--- src/rtl/gfgd_pkg.sv ---
`default_nettype none
package gfgd_pkg;

    localparam int unsigned TIME_W = 32;
    localparam int unsigned RATE_W = 16;
    localparam int unsigned AXIS_W = RATE_W + 1;

    localparam logic [TIME_W-1:0] POLL_GAP_MS   = 32'd50;
    localparam logic [TIME_W-1:0] SETTLE_MS     = 32'd300;
    localparam logic [TIME_W-1:0] REFRACTORY_MS = 32'd600;

    localparam logic signed [AXIS_W-1:0] TRIG_360_LSB = 17'sd23040;
    localparam logic signed [AXIS_W-1:0] TRIG_270_LSB = 17'sd17280;
    localparam logic signed [AXIS_W-1:0] TRIG_180_LSB = 17'sd11520;
    localparam logic signed [AXIS_W-1:0] RELEASE_LSB  = 17'sd3200;

    localparam logic [1:0] REG_ORIENTATION  = 2'd0;
    localparam logic [1:0] REG_GESTURE_MODE = 2'd1;
    localparam logic [1:0] REG_SENSITIVITY  = 2'd2;

    localparam logic [1:0] ORIENT_POS_X = 2'd0;
    localparam logic [1:0] ORIENT_NEG_Y = 2'd1;
    localparam logic [1:0] ORIENT_NEG_X = 2'd2;
    localparam logic [1:0] ORIENT_POS_Y = 2'd3;

    localparam logic [1:0] MODE_OFF      = 2'd0;
    localparam logic [1:0] MODE_INVERTED = 2'd2;

    localparam logic [1:0] SENS_360 = 2'd0;
    localparam logic [1:0] SENS_270 = 2'd1;

    typedef enum logic [1:0] {
        GEST_NONE = 2'd0,
        GEST_NEXT = 2'd1,
        GEST_PREV = 2'd2
    } t_gesture;

    typedef struct packed {
        logic [1:0] orientation;
        logic [1:0] gesture_mode;
        logic [1:0] sensitivity;
    } t_cfg;

    typedef struct packed {
        logic [TIME_W-1:0] last_poll_time;
        logic              armed;
        logic [TIME_W-1:0] arm_time;
        logic [TIME_W-1:0] last_gesture_time;
        logic              gesture_active;
    } t_state;

endpackage
`default_nettype wire

--- src/rtl/gyro_flip_gesture_detector_core.sv ---
// Gyro flip gesture detector. Each transfer on the input channel carries one
// gyro sample with its millisecond timestamp and produces exactly one gesture
// code (none, next or previous) on the output channel, in order. A sample is
// registered in the input register on arrival and evaluated against the
// detector state once the output register can take the result; the state
// and the output register are updated in that same cycle, so one sample per
// clock is sustained while the output is not stalled. The output register
// holds a result while the output stalls and the input register keeps taking
// samples until both registers are full. Configuration writes are taken at
// any time and must only be issued while no samples are in flight.
`default_nettype none
module gyro_flip_gesture_detector_core
    import gfgd_pkg::*;
(
    input  wire logic                     i_clk,
    input  wire logic                     i_rst_n,
    input  wire logic                     i_valid,
    output      logic                     o_stall,
    input  wire logic [TIME_W-1:0]        i_time_ms,
    input  wire logic signed [RATE_W-1:0] i_rate_x,
    input  wire logic signed [RATE_W-1:0] i_rate_y,
    input  wire logic                     i_sample_ok,
    output      logic                     o_valid,
    input  wire logic                     i_stall,
    output      logic [1:0]               o_gesture,
    input  wire logic                     i_cfg_valid,
    output      logic                     o_cfg_ready,
    input  wire logic [1:0]               i_cfg_index,
    input  wire logic [1:0]               i_cfg_data
);

    t_cfg     cfg;
    t_state   r_state;
    t_state   n_state;
    t_gesture n_gesture;

    logic                     r_in_vld;
    logic [TIME_W-1:0]        r_time_ms;
    logic signed [RATE_W-1:0] r_rate_x;
    logic signed [RATE_W-1:0] r_rate_y;
    logic                     r_sample_ok;
    logic                     r_out_vld;
    t_gesture                 r_gesture;

    logic advance;
    logic in_load;

    gfgd_cfg_regs u_cfg (
        .i_clk       (i_clk),
        .i_rst_n     (i_rst_n),
        .i_cfg_valid (i_cfg_valid),
        .i_cfg_index (i_cfg_index),
        .i_cfg_data  (i_cfg_data),
        .o_cfg_ready (o_cfg_ready),
        .o_cfg       (cfg)
    );

    gfgd_eval u_eval (
        .i_cfg       (cfg),
        .i_state     (r_state),
        .i_time_ms   (r_time_ms),
        .i_rate_x    (r_rate_x),
        .i_rate_y    (r_rate_y),
        .i_sample_ok (r_sample_ok),
        .o_state     (n_state),
        .o_gesture   (n_gesture)
    );

    assign advance   = r_in_vld && (!r_out_vld || !i_stall);
    assign o_stall   = r_in_vld && !advance;
    assign in_load   = i_valid && !o_stall;
    assign o_valid   = r_out_vld;
    assign o_gesture = r_gesture;

    always_ff @(posedge i_clk) begin
        if (!i_rst_n) begin
            r_in_vld  <= 1'b0;
            r_out_vld <= 1'b0;
            r_state   <= '0;
        end else begin
            if (in_load) begin
                r_in_vld <= 1'b1;
            end else if (advance) begin
                r_in_vld <= 1'b0;
            end
            if (advance) begin
                r_out_vld <= 1'b1;
                r_state   <= n_state;
            end else if (!i_stall) begin
                r_out_vld <= 1'b0;
            end
        end
    end

    always_ff @(posedge i_clk) begin
        if (in_load) begin
            r_time_ms   <= i_time_ms;
            r_rate_x    <= i_rate_x;
            r_rate_y    <= i_rate_y;
            r_sample_ok <= i_sample_ok;
        end
        if (advance) begin
            r_gesture <= n_gesture;
        end
    end

endmodule
`default_nettype wire

--- src/rtl/gfgd_cfg_regs.sv ---
`default_nettype none
module gfgd_cfg_regs
    import gfgd_pkg::*;
(
    input  wire logic       i_clk,
    input  wire logic       i_rst_n,
    input  wire logic       i_cfg_valid,
    input  wire logic [1:0] i_cfg_index,
    input  wire logic [1:0] i_cfg_data,
    output      logic       o_cfg_ready,
    output      t_cfg       o_cfg
);

    t_cfg r_cfg;

    assign o_cfg_ready = 1'b1;
    assign o_cfg       = r_cfg;

    always_ff @(posedge i_clk) begin
        if (!i_rst_n) begin
            r_cfg.orientation  <= ORIENT_POS_X;
            r_cfg.gesture_mode <= MODE_OFF;
            r_cfg.sensitivity  <= SENS_270;
        end else if (i_cfg_valid) begin
            case (i_cfg_index)
                REG_ORIENTATION:  r_cfg.orientation  <= i_cfg_data;
                REG_GESTURE_MODE: r_cfg.gesture_mode <= i_cfg_data;
                REG_SENSITIVITY:  r_cfg.sensitivity  <= i_cfg_data;
                default: ;
            endcase
        end
    end

endmodule
`default_nettype wire

--- src/rtl/gfgd_eval.sv ---
`default_nettype none
module gfgd_eval
    import gfgd_pkg::*;
(
    input  wire t_cfg                      i_cfg,
    input  wire t_state                    i_state,
    input  wire logic [TIME_W-1:0]         i_time_ms,
    input  wire logic signed [RATE_W-1:0]  i_rate_x,
    input  wire logic signed [RATE_W-1:0]  i_rate_y,
    input  wire logic                      i_sample_ok,
    output      t_state                    o_state,
    output      t_gesture                  o_gesture
);

    logic                     mode_off;
    logic [TIME_W-1:0]        poll_dt;
    logic [TIME_W-1:0]        arm_eff;
    logic [TIME_W-1:0]        lgt_eff;
    logic [TIME_W-1:0]        settle_dt;
    logic [TIME_W-1:0]        refr_dt;
    logic signed [AXIS_W-1:0] sel_axis;
    logic signed [AXIS_W-1:0] axis;
    logic signed [AXIS_W-1:0] mag;
    logic signed [AXIS_W-1:0] thr;

    always_comb begin
        case (i_cfg.orientation)
            ORIENT_NEG_Y: sel_axis = -AXIS_W'(i_rate_y);
            ORIENT_NEG_X: sel_axis = -AXIS_W'(i_rate_x);
            ORIENT_POS_Y: sel_axis = AXIS_W'(i_rate_y);
            default:      sel_axis = AXIS_W'(i_rate_x);
        endcase
        axis = (i_cfg.gesture_mode == MODE_INVERTED) ? -sel_axis : sel_axis;
        mag  = axis[AXIS_W-1] ? -axis : axis;

        case (i_cfg.sensitivity)
            SENS_360: thr = TRIG_360_LSB;
            SENS_270: thr = TRIG_270_LSB;
            default:  thr = TRIG_180_LSB;
        endcase
    end

    always_comb begin
        mode_off  = (i_cfg.gesture_mode == MODE_OFF);
        poll_dt   = i_time_ms - i_state.last_poll_time;
        arm_eff   = i_state.armed ? i_state.arm_time : i_time_ms;
        lgt_eff   = i_state.armed ? i_state.last_gesture_time : i_time_ms;
        settle_dt = i_time_ms - arm_eff;
        refr_dt   = i_time_ms - lgt_eff;

        o_state   = i_state;
        o_gesture = GEST_NONE;

        if (mode_off && !i_state.armed) begin
            o_state = i_state;
        end else if ((i_state.last_poll_time != '0) && (poll_dt < POLL_GAP_MS)) begin
            o_state = i_state;
        end else begin
            o_state.last_poll_time    = i_time_ms;
            o_state.armed             = 1'b1;
            o_state.arm_time          = arm_eff;
            o_state.last_gesture_time = lgt_eff;
            if (mode_off) begin
                o_state.armed          = 1'b0;
                o_state.gesture_active = 1'b0;
            end else if (i_sample_ok && (settle_dt >= SETTLE_MS)) begin
                if (i_state.gesture_active) begin
                    if (mag < RELEASE_LSB) begin
                        o_state.gesture_active = 1'b0;
                    end
                end else if (refr_dt >= REFRACTORY_MS) begin
                    if (axis > thr) begin
                        o_state.gesture_active    = 1'b1;
                        o_state.last_gesture_time = i_time_ms;
                        o_gesture                 = GEST_NEXT;
                    end else if (axis < -thr) begin
                        o_state.gesture_active    = 1'b1;
                        o_state.last_gesture_time = i_time_ms;
                        o_gesture                 = GEST_PREV;
                    end
                end
            end
        end
    end

endmodule
`default_nettype wire

--- config.mk ---
export PLATFORM = sky130hd
export DESIGN_NAME = gyro_flip_gesture_detector_core
export DESIGN_NICKNAME = d
export VERILOG_FILES = /design/src/rtl/gfgd_pkg.sv /design/src/rtl/gyro_flip_gesture_detector_core.sv /design/src/rtl/gfgd_cfg_regs.sv /design/src/rtl/gfgd_eval.sv
export SDC_FILE = /design/constraint.sdc
export NUM_CORES = 1
export LEC_CHECK = 0
export ABC_AREA = 1
export BUFFER_PORTS_ARGS = -buffer_cell sky130_fd_sc_hd__buf_2
export CAP_MARGIN = 20
export CORE_ASPECT_RATIO = 0.9
export CORE_MARGIN = 2
export CORE_UTILIZATION = 45
export CTS_CLUSTER_DIAMETER = 30
export CTS_CLUSTER_SIZE = 12
export DETAILED_ROUTE_END_ITERATION = 8
export SLEW_MARGIN = 20
export SYNTH_ARGS = -nofsm -noshare
export SYNTH_HDL_FRONTEND = slang
export SYNTH_HIERARCHICAL = 1
export SYNTH_SLANG_ARGS = --single-unit
export TNS_END_PERCENT = 10
--- constraint.sdc ---
create_clock -name i_clk -period 5.64 [get_ports i_clk]
set_input_delay 1.128 -clock i_clk [delete_from_list [all_inputs] [get_ports i_clk]]
set_output_delay 1.128 -clock i_clk [all_outputs]
set_load 0.01 [all_outputs]
; Word level (Yosys, flattened, before mapping)
; Cells that the tools add are included.
; Widths: inputs -> output; s select.
[word_totals]
mem_count = 0
latchBits = 0
input_bits = 74
out_inout_bits = 5
reg_bits = 173
ramBits = 0
elab_cells = 89
mem_bits_ro = 0
[op_classes]
n_shift = 0
n_mul = 0
n_bitwise = 4
order_cmp = 6
add_sub_neg = 8
mux = 22
div = 0
n_eq_ne = 8
n_reduce_logical = 25
[ops]
columns = operator, count
row1 = $mux 33, 4
row2 = $mux 32, 4
row3 = $sub 32x32->32, 3
row4 = $pmux 17 s3, 1
row5 = $mux 17, 2
row6 = $neg 16->17, 2
row7 = $neg 17->17, 2
row8 = $ge 32x10->1 const B, 1
row9 = $ge 32x9->1 const B, 1
row10 = $lt 32x6->1 const B, 1
row11 = $reduce_bool 32->1, 1
row12 = $pmux 15 s2, 1
row13 = $gt 17x16->1, 1
row14 = $lt 17x13->1 const B, 1
row15 = $lt 17x17->1, 1
row16 = $neg 15->17, 1
row17 = $mux 1, 9
row18 = $eq 2x2->1 const B, 4
row19 = $reduce_or 7->1, 1
row20 = $eq 2x1->1 const B, 3
row21 = $logic_and 1x1->1, 6
row22 = $logic_not 2->1, 3
row23 = $reduce_and 2->1, 3
row24 = $reduce_or 6->1, 1
row25 = 8 further kinds, 16

; Logic depth before layout (Yosys ltp)
; Gate-level depths: netlist of run 1.
[logic_depth]
ltp_word = 11
depth_mapped = 36

; Cells and area by module
; Netlist of run 1, hierarchy kept.
[by_module_without_submodules]
columns = mod, n_inst, seq_area_each_um2, area_each_um2, cells_per_inst
row1 = gfgd_eval, 1, 0.0, 10572.6, 2036
row2 = gyro_flip_gesture_detector_core, 1, 4013.8, 6451.2, 722
row3 = gfgd_cfg_regs, 1, 120.1, 276.5, 41

; Worst setup path before layout of run 1
; No wires, ideal clock.
[synth_timing]
path_type = flip-flop to flip-flop
from = register r_state[65] in the netlist's numbering
to = register r_state[10] in the netlist's numbering
path_slack_ns = 1.321
arrival_ns = 4.204
required_ns = 5.525
period_less_slack_ns = 4.319
setup_ns = 0.115
path_stages_with_launch = 32
cell_sequence = dfxtp_1 clkbuf_1 clkbuf_1 clkbuf_1 nor2_1 a21oi_1 inv_1 ha_1 fa_1 nand3b_1 nand2_1 a21boi_1 o21ai_0 a21oi_1 or2_1 nand3_1 nand2_1 nand2_1 nor2_1 nand2_1 nor2_1 nand3_1 nand2_1 nor3_2 buf_2 nand4_1 nand3_1 nand2_1 inv_1 nand3_1 nand2_1 nor2_1
[synth_between]
elab_chain_cells = 7
[synth_rtl]
columns = element, line
row1 = from (decl), gyro_flip_gesture_detector_core.sv:33  ; t_state r_state;
row2 = from (signal assigned), gyro_flip_gesture_detector_core.sv:88  ; r_state <= n_state;
row3 = $mux 32, gfgd_eval.sv:47  ; lgt_eff = i_state.armed ? i_state.last_gesture_time : i_time_ms;
row4 = $sub 32x32->32 or $mux 33 (tied branches), "gfgd_eval.sv:49, gfgd_eval.sv:76"
row5 = $ge 32x10->1 or $mux 33 (tied branches), "gfgd_eval.sv:71, gfgd_eval.sv:72"
row6 = $mux 33, gfgd_eval.sv:71  ; end else if (refr_dt >= REFRACTORY_MS) begin
row7 = $mux 32, gfgd_eval.sv:67  ; if (i_state.gesture_active) begin
row8 = $mux 33, gfgd_eval.sv:66  ; end else if (i_sample_ok && (settle_dt >= SETTLE_MS)) begin
row9 = $mux 32, gfgd_eval.sv:63  ; if (mode_off) begin
; Several ways; a longest one is shown, not always the timed one. The select of a mux whose other input is x is not followed.
; A chain may end at the register's enable or synchronous reset.

; Worst setup path in the final report of run 1
[layout_timing]
from = register u_cfg.r_cfg (netlist bit u_cfg/o_cfg[4])
to = register r_state[10] in the netlist's numbering
[layout_between]
elab_chain_cells = 11
[layout_rtl]
columns = element, line
row1 = from (decl), gfgd_cfg_regs.sv:14  ; t_cfg r_cfg;
row2 = $eq 2x2->1 or $eq 2x1->1 (tied branches), gfgd_eval.sv:27  ; case (i_cfg.orientation)
row3 = $pmux 17 s3 (*), gfgd_eval.sv:27
row4 = $neg 17->17, gfgd_eval.sv:33  ; axis = (i_cfg.gesture_mode == MODE_INVERTED) ? -sel_axis : sel_axis;
row5 = $mux 17 (*), gfgd_eval.sv:33
row6 = $lt 17x17->1, gfgd_eval.sv:76  ; end else if (axis < -thr) begin
row7 = $mux 33, gfgd_eval.sv:76
row8 = $mux 33 (*), gfgd_eval.sv:72  ; if (axis > thr) begin
row9 = $mux 33 (*), gfgd_eval.sv:71
row10 = $mux 32 (*), gfgd_eval.sv:67
row11 = $mux 33 (*), gfgd_eval.sv:66
row12 = $mux 32 (*), gfgd_eval.sv:63
; Mark *: on every way between the ends. The rest lies on a longest branch, timed or not. The select of a mux whose other input is x is not followed.

==> results of run 1 <==
[area by class of cell]
class                           instances  area [sq um]  share of cell area
Timing Repair Buffer                   97           588              0.0317
Sequential cell                       173          4140               0.224
Tap cell                              490           613              0.0331
Clock inverter                         14           143             0.00770
Clock buffer                           18           450              0.0243
Multi-Input combinational cell       2153         11200               0.606
Inverter                              365          1370              0.0739
[power groups by stage]
stage	Combinational [mW]	Sequential, mW	Clock [mW]
5_1_grt	2.05	1.50	1.32
4_1_cts	1.80	1.49	1.27
3_5_place_dp	1.78	1.52	0
3_3_place_gp	1.76	1.52	0
6_report	1.83	1.49	1.23
2_1_floorplan	1.37	1.47	0
[worst max-delay path by stage]
stage	from	cells after the start	end	slack, ns
detailed placement	u_cfg/o_cfg[5]	32	r_state[10]	0.46
global route	u_cfg/o_cfg[4]	34	r_state[8]	0.0001
finish	u_cfg/o_cfg[4]	34	r_state[10]	0.51
CTS	u_cfg/o_cfg[5]	31	r_state[32]	0.44
floorplan	r_state[65]	31	r_state[10]	1.32
global placement	u_cfg/o_cfg[4]	32	r_state[32]	0.57
[cells by family after synthesis]
| kind of cell | synth area share |
|---|---|
| AND/OR/NAND/NOR | 0.368 |
| AO/OA/AOI/OAI | 0.155 |
| buffers and inverters | 0.115 |
| flip-flops | 0.239 |
| adder cells (fa/ha/maj) | 0.0852 |
| XOR/XNOR | 0.0374 |
| other | 0.000217 |
[critical path, delay by kind of cell, from the launching register on]
kind,cells,cell delay (ns)
AO/OA/AOI/OAI,7,0.81
adder cells (fa/ha/maj),2,0.54
buffers and inverters,4,0.52
AND/OR/NAND/NOR,21,2.78
flip-flops,1,0.35
[flip-flops by register name, summed over array words and instances (netlist names)]
name         flops
o_valid          1
u_cfg/o_cfg      6
r_rate_x        16
r_state         98
r_time_ms       32
r_in_vld         1
o_gesture        2
r_sample_ok      1
r_rate_y        16
[metal layers]
layer	up-vias	part of all wire
met2	620	0.41
met1	8525	0.50
met3	43	0.077
met4	0	0.012
met5	-	0
li1	9242	-
[placed cells by master (no fill, tap or decap), drive strengths merged, types with 3 or more instances in the layout]
cell / instances
nand3b: 12
a31oi: 3
a21oi: 292
a21boi: 8
dfxtp: 106
o21a: 7
nand2: 688
o221ai: 3
a21o: 14
o211ai: 3
o2111ai: 4
buf: 97
clkinv: 3
clkbuf: 18
nor2: 345
nor3: 24
o21ai: 139
nor4: 13
fa: 3
a221oi: 3
ha: 113
inv: 374
or2: 11
nand3: 288
xnor2: 22
xor2: 51
edfxtp: 67
nand4: 78
o21bai: 15
[stage by stage]
step	setup WS, ns	cell area (sq um)	util	hold slack (ns)	power, mW
2_1_floorplan	1.32	17300	-	0.450	2.84
3_3_place_gp	0.571	17900	0.470	0.478	3.28
3_5_place_dp	0.463	17900	0.470	0.486	3.30
4_1_cts	0.444	18500	0.486	0.495	4.55
5_1_grt	0.000141	18500	0.486	0.538	4.87
6_report	0.510	18500	0.486	0.492	4.55
==> flow_summary.toml, run 1 <==
[clock_network]
ctsResizeCount = 0
cts_buffers = 17
cts_root_buf = "clkbuf_16"
cts_setup_buffers = 0
htreeDepth = 4
clk_pin_slew_ns = 0.08
cts_tree = "yes"
cts_hold_buf = 0
clk_latency_ns = 0.48
clock_path_buffers = 2
clock-sinks = 173

[die]
die_area_sq_mm = 0.0400
die_x_um = 211
ios = 79
fp.coreArea_sq_mm = 0.0381
rows = 68
die_h_um = 190
initial_core_util = 0.454

[detailed_routing]
antenna_left = 0
viasPerCell = 5.57
drc_errors = 0
finalWirelength_um = 57900
firstDrtPassIters = 6
vias = 18400
drt_iter0_drc = 1886
wl_per_cell_um = 17.5

[logic_synthesis]
synth.top_cells.by_count = "675 x nand2_1, 356 x inv_1, 331 x nor2_1"
post-synth-top-count-cell = "nand2_1"
yosysWarnings = 6
synth_largest_area_cell = "nand2_1"
synth_cell_types = 62
synth_top_area_frac = 0.146
synth-edff-count = 67
synth-seq-cells = 173
avgSynthCellArea_sq_um = 6.18
netlist_area_sq_mm = 0.0173
syn_inst = 2799
synthArstFlopShare = 0
synthTopCellsByArea = "nand2_1 15%, dfxtp_1 12%, edfxtp_1 12%"
ys_seq_area_frac = 0.239
synth_nets = 2989
synth_ff_type = "dfxtp_1"

[setup_path]
r2r_slack_ns = 0.51
cp_common_cell = "nand2_1"
r2r_cells = 34
critPathCaptureType = "flip-flop"
slowest_stage = "nand3_4"
slowest_delay_ns = 0.37
critPathMaxFanout = 17
worstPathRequired_ns = 6.05
reg2reg_to = "r_state[10]"
worstPathArrival_ns = 5.54
worstSetupPathType = "reg -> reg"
critPathLaunchType = "flip-flop"
reg2reg_from = "u_cfg/o_cfg[4]"

[global_routing]
grt.met1_usage = 0.440
grt_pass1_vias = 16200
antenna_found_initial = 0
grt_start_max_net_pins = 147
grt_pass1_wl_um = 90500
grt.met3_usage = 0.0470
track_usage = 0.286
grt.busiest_layer = "met1"
use_met2 = 0.417
grt_overflow_total = 0

[place]
io_buffers = 77
hpwl_um = 43900
post-place-cells = 3277
gp_congestion = 0.988

[worst_hold_path]
whs_path_depth = 2
hold_path_end = "u_cfg/o_cfg[0]"
min_from = "u_cfg/o_cfg[0]"
hp-class = "reg -> reg"

[finish]
nets = 2997
area_growth_pct = 7.11
final_layout_size_suffix_gt1_frac = 0.0699
diodes = 0
fillers = 4061
final-instance-count-excl-fill = 3310

[power]
p_leak_nw = 8.64
p_int_mw = 2.62
seqPwrFrac = 0.328
pwr-share-comb = 0.403
p_per_area_mw_per_mm2 = 246
p_clk_frac = 0.270
vdd_ir_drop_max_mv = 0.223
switching_share = 0.424
p_switching_mw = 1.93

[job]
drv_cap = 0

[timing]
rsz0062_at_grt = "false"
max_slew_margin = 0.310
period_share = 0.910
setup_viol = 0
fmax_mhz = 195
period_needed_ns = 5.13
tightest_slew_ns = 1.03
finalHoldViolations = 0
skew_ns = 0.0128
drv_slew = 0
setup_tns_ns = 0

[run_status]
status = "finished, final reports clean"
(Power assumes the default switching activity.)
==> run 2, diff against run 1 <==
--- a/config.mk
+++ b/config.mk
@@ -10,11 +10,10 @@
 export CAP_MARGIN = 20
 export CORE_ASPECT_RATIO = 0.9
 export CORE_MARGIN = 2
-export CORE_UTILIZATION = 45
+export CORE_UTILIZATION = 30
 export CTS_CLUSTER_DIAMETER = 30
 export CTS_CLUSTER_SIZE = 12
 export DETAILED_ROUTE_END_ITERATION = 8
-export SLEW_MARGIN = 20
 export SYNTH_ARGS = -nofsm -noshare
 export SYNTH_HDL_FRONTEND = slang
 export SYNTH_HIERARCHICAL = 1
==> run 2 against run 1 <==
Total power is 0.24% higher. Fmax is 0.99% higher. Register-to-register slack better by 0.05 ns. Routed wire length is 7.5% lower. Sequential share of layout area is 0.36 points lower. Hold slack better by 0.019 ns. Critical endpoint is now r_state[32].
==> flow_summary.toml, run 2 (synthesis gave the netlist of run 1 again) <==
[die]
rows = 83
fp.coreArea_sq_mm = 0.0570
initial_core_util = 0.303
die_h_um = 232
die_x_um = 257
ios = 79
die_area_sq_mm = 0.0596

[power]
p_switching_mw = 1.85
p_int_mw = 2.71
p_clk_frac = 0.287
p_per_area_mw_per_mm2 = 242
seqPwrFrac = 0.327
p_total_mw = 4.56
pwr-share-comb = 0.387
p_leak_nw = 8.63
switching_share = 0.407
vdd_ir_drop_max_mv = 0.293

[setup_path]
critPathLaunchType = "flip-flop"
slowest_delay_ns = 0.65
worstPathRequired_ns = 6.08
slowest_stage = "dfxtp_1"
cp_common_cell = "nor2_1"
worstSetupPathType = "reg -> reg"
critical_path.top_delay_family = "simple AND/OR/NAND/NOR gates"
cp.buffers_inverters = 3
critPathMaxFanout = 33
worstPathArrival_ns = 5.52
critPathCaptureType = "flip-flop"

[clock_network]
ctsResizeCount = 0
cts_buffers = 17
cts_root_buf = "clkbuf_16"
clock_path_buffers = 2
cts_hold_buf = 0
cts_tree = "yes"
clock-sinks = 173
clk_latency_ns = 0.51
cts_setup_buffers = 0
htreeDepth = 4
clk_pin_slew_ns = 0.08

[place]
hpwl_um = 40300
gp_congestion = 0.950
post-place-cells = 3549
dpl-instance-area_sq_mm = 0.0182
pre_cts_slack_ns = 0.635
io_buffers = 77

[finish]
diodes = 0
top_register = "r_state"
fin_util = 0.330
area_growth_pct = 8.82
final-instance-count-excl-fill = 3581
final_area_sq_mm = 0.0188
mostFrequentLayoutCells = "675 x nand2_1, 355 x inv_1, 330 x nor2_1, 291 x a21oi_1, 278 x nand3_1"
nets = 2993
top_regs = "r_state x98, r_time_ms x32"
final_layout_size_suffix_gt1_frac = 0.0675
final_common_cell = "nand2_1"
largest_reg_flops = 98

[global_routing]
grt_pass1_wl_um = 85800
track_usage = 0.179
grt_start_max_net_pins = 142
grt_overflow_total = 0
grt_pass1_vias = 15800
antenna_found_initial = 0

[detailed_routing]
antenna_left = 0
drt_iter0_drc = 1347
viasPerCell = 4.97
firstDrtPassIters = 6
wl_per_cell_um = 15.0
drc_errors = 0
vias = 17800
finalWirelength_um = 53600

[timing]
period_share = 0.901
fmax_mhz = 197
skew_ns = 0.0165
tightest_slew_ns = 1.13
drv_slew = 0
timing.final.ws_setup_ns = 0.561
finalHoldViolations = 0
rsz0062_at_grt = "false"
worst_hold_slack_ns = 0.511
setup_viol = 0
max_slew_margin = 0.238
period_needed_ns = 5.08
setup_tns_ns = 0

[run_status]
status = "finished, final reports clean"

[job]
drv_cap = 0

[worst_hold_path]
hp-class = "reg -> reg"
-- run 2: changes by cell type in the layout (fill, tap and decap cells not counted), sizes merged --
cell	change
inv	-2
buf	-3
nand3	-1
bufinv	+3
clkinv	+1
clkinvlp	-2
-- run 2: layout make-up --
type	instances	area [sq um]
fillers	6240	38200
well taps	765	957
repair buffers	94	541
clock buffers	18	429
clock inverters	14	183
inverters	365	1370
flip-flops and latches	173	4140
multi-input cells	2152	11200
-- run 2: worst min-delay path, stage by stage (launching register included) --
cell	delay [ns]
dfxtp_1	0.34
a21oi_1	0.05
nor2_1	0.08
-- run 2: layer usage --
layer,vias to the layer above,global-route usage,wire [um]
met5,-,0,0
met4,0,0.0472,860
met3,45,0.0289,2950
met2,418,0.280,23200
met1,8114,0.255,26500
li1,9236,-,-
-- run 2: path summary, 6_finish.rpt --
check                                    start          end  slack (ns)  cells past startpoint
worst max-delay path            u_cfg/o_cfg[5]  r_state[32]        0.56                     31
worst min-delay path               r_state[82]  r_state[82]        0.51                      2
worst min register to register     r_state[82]  r_state[82]        0.51                      2
worst max register to register  u_cfg/o_cfg[5]  r_state[32]        0.56                     31
-- run 2: power groups by stage --
stage | registers, mW | clock network [mW] | logic [mW]
after global placement | 1.52 | 0 | 1.74
after global routing | 1.50 | 1.40 | 1.99
final | 1.49 | 1.31 | 1.76
after CTS | 1.49 | 1.36 | 1.74
after detailed placement | 1.52 | 0 | 1.73
after floorplan | 1.47 | 0 | 1.37
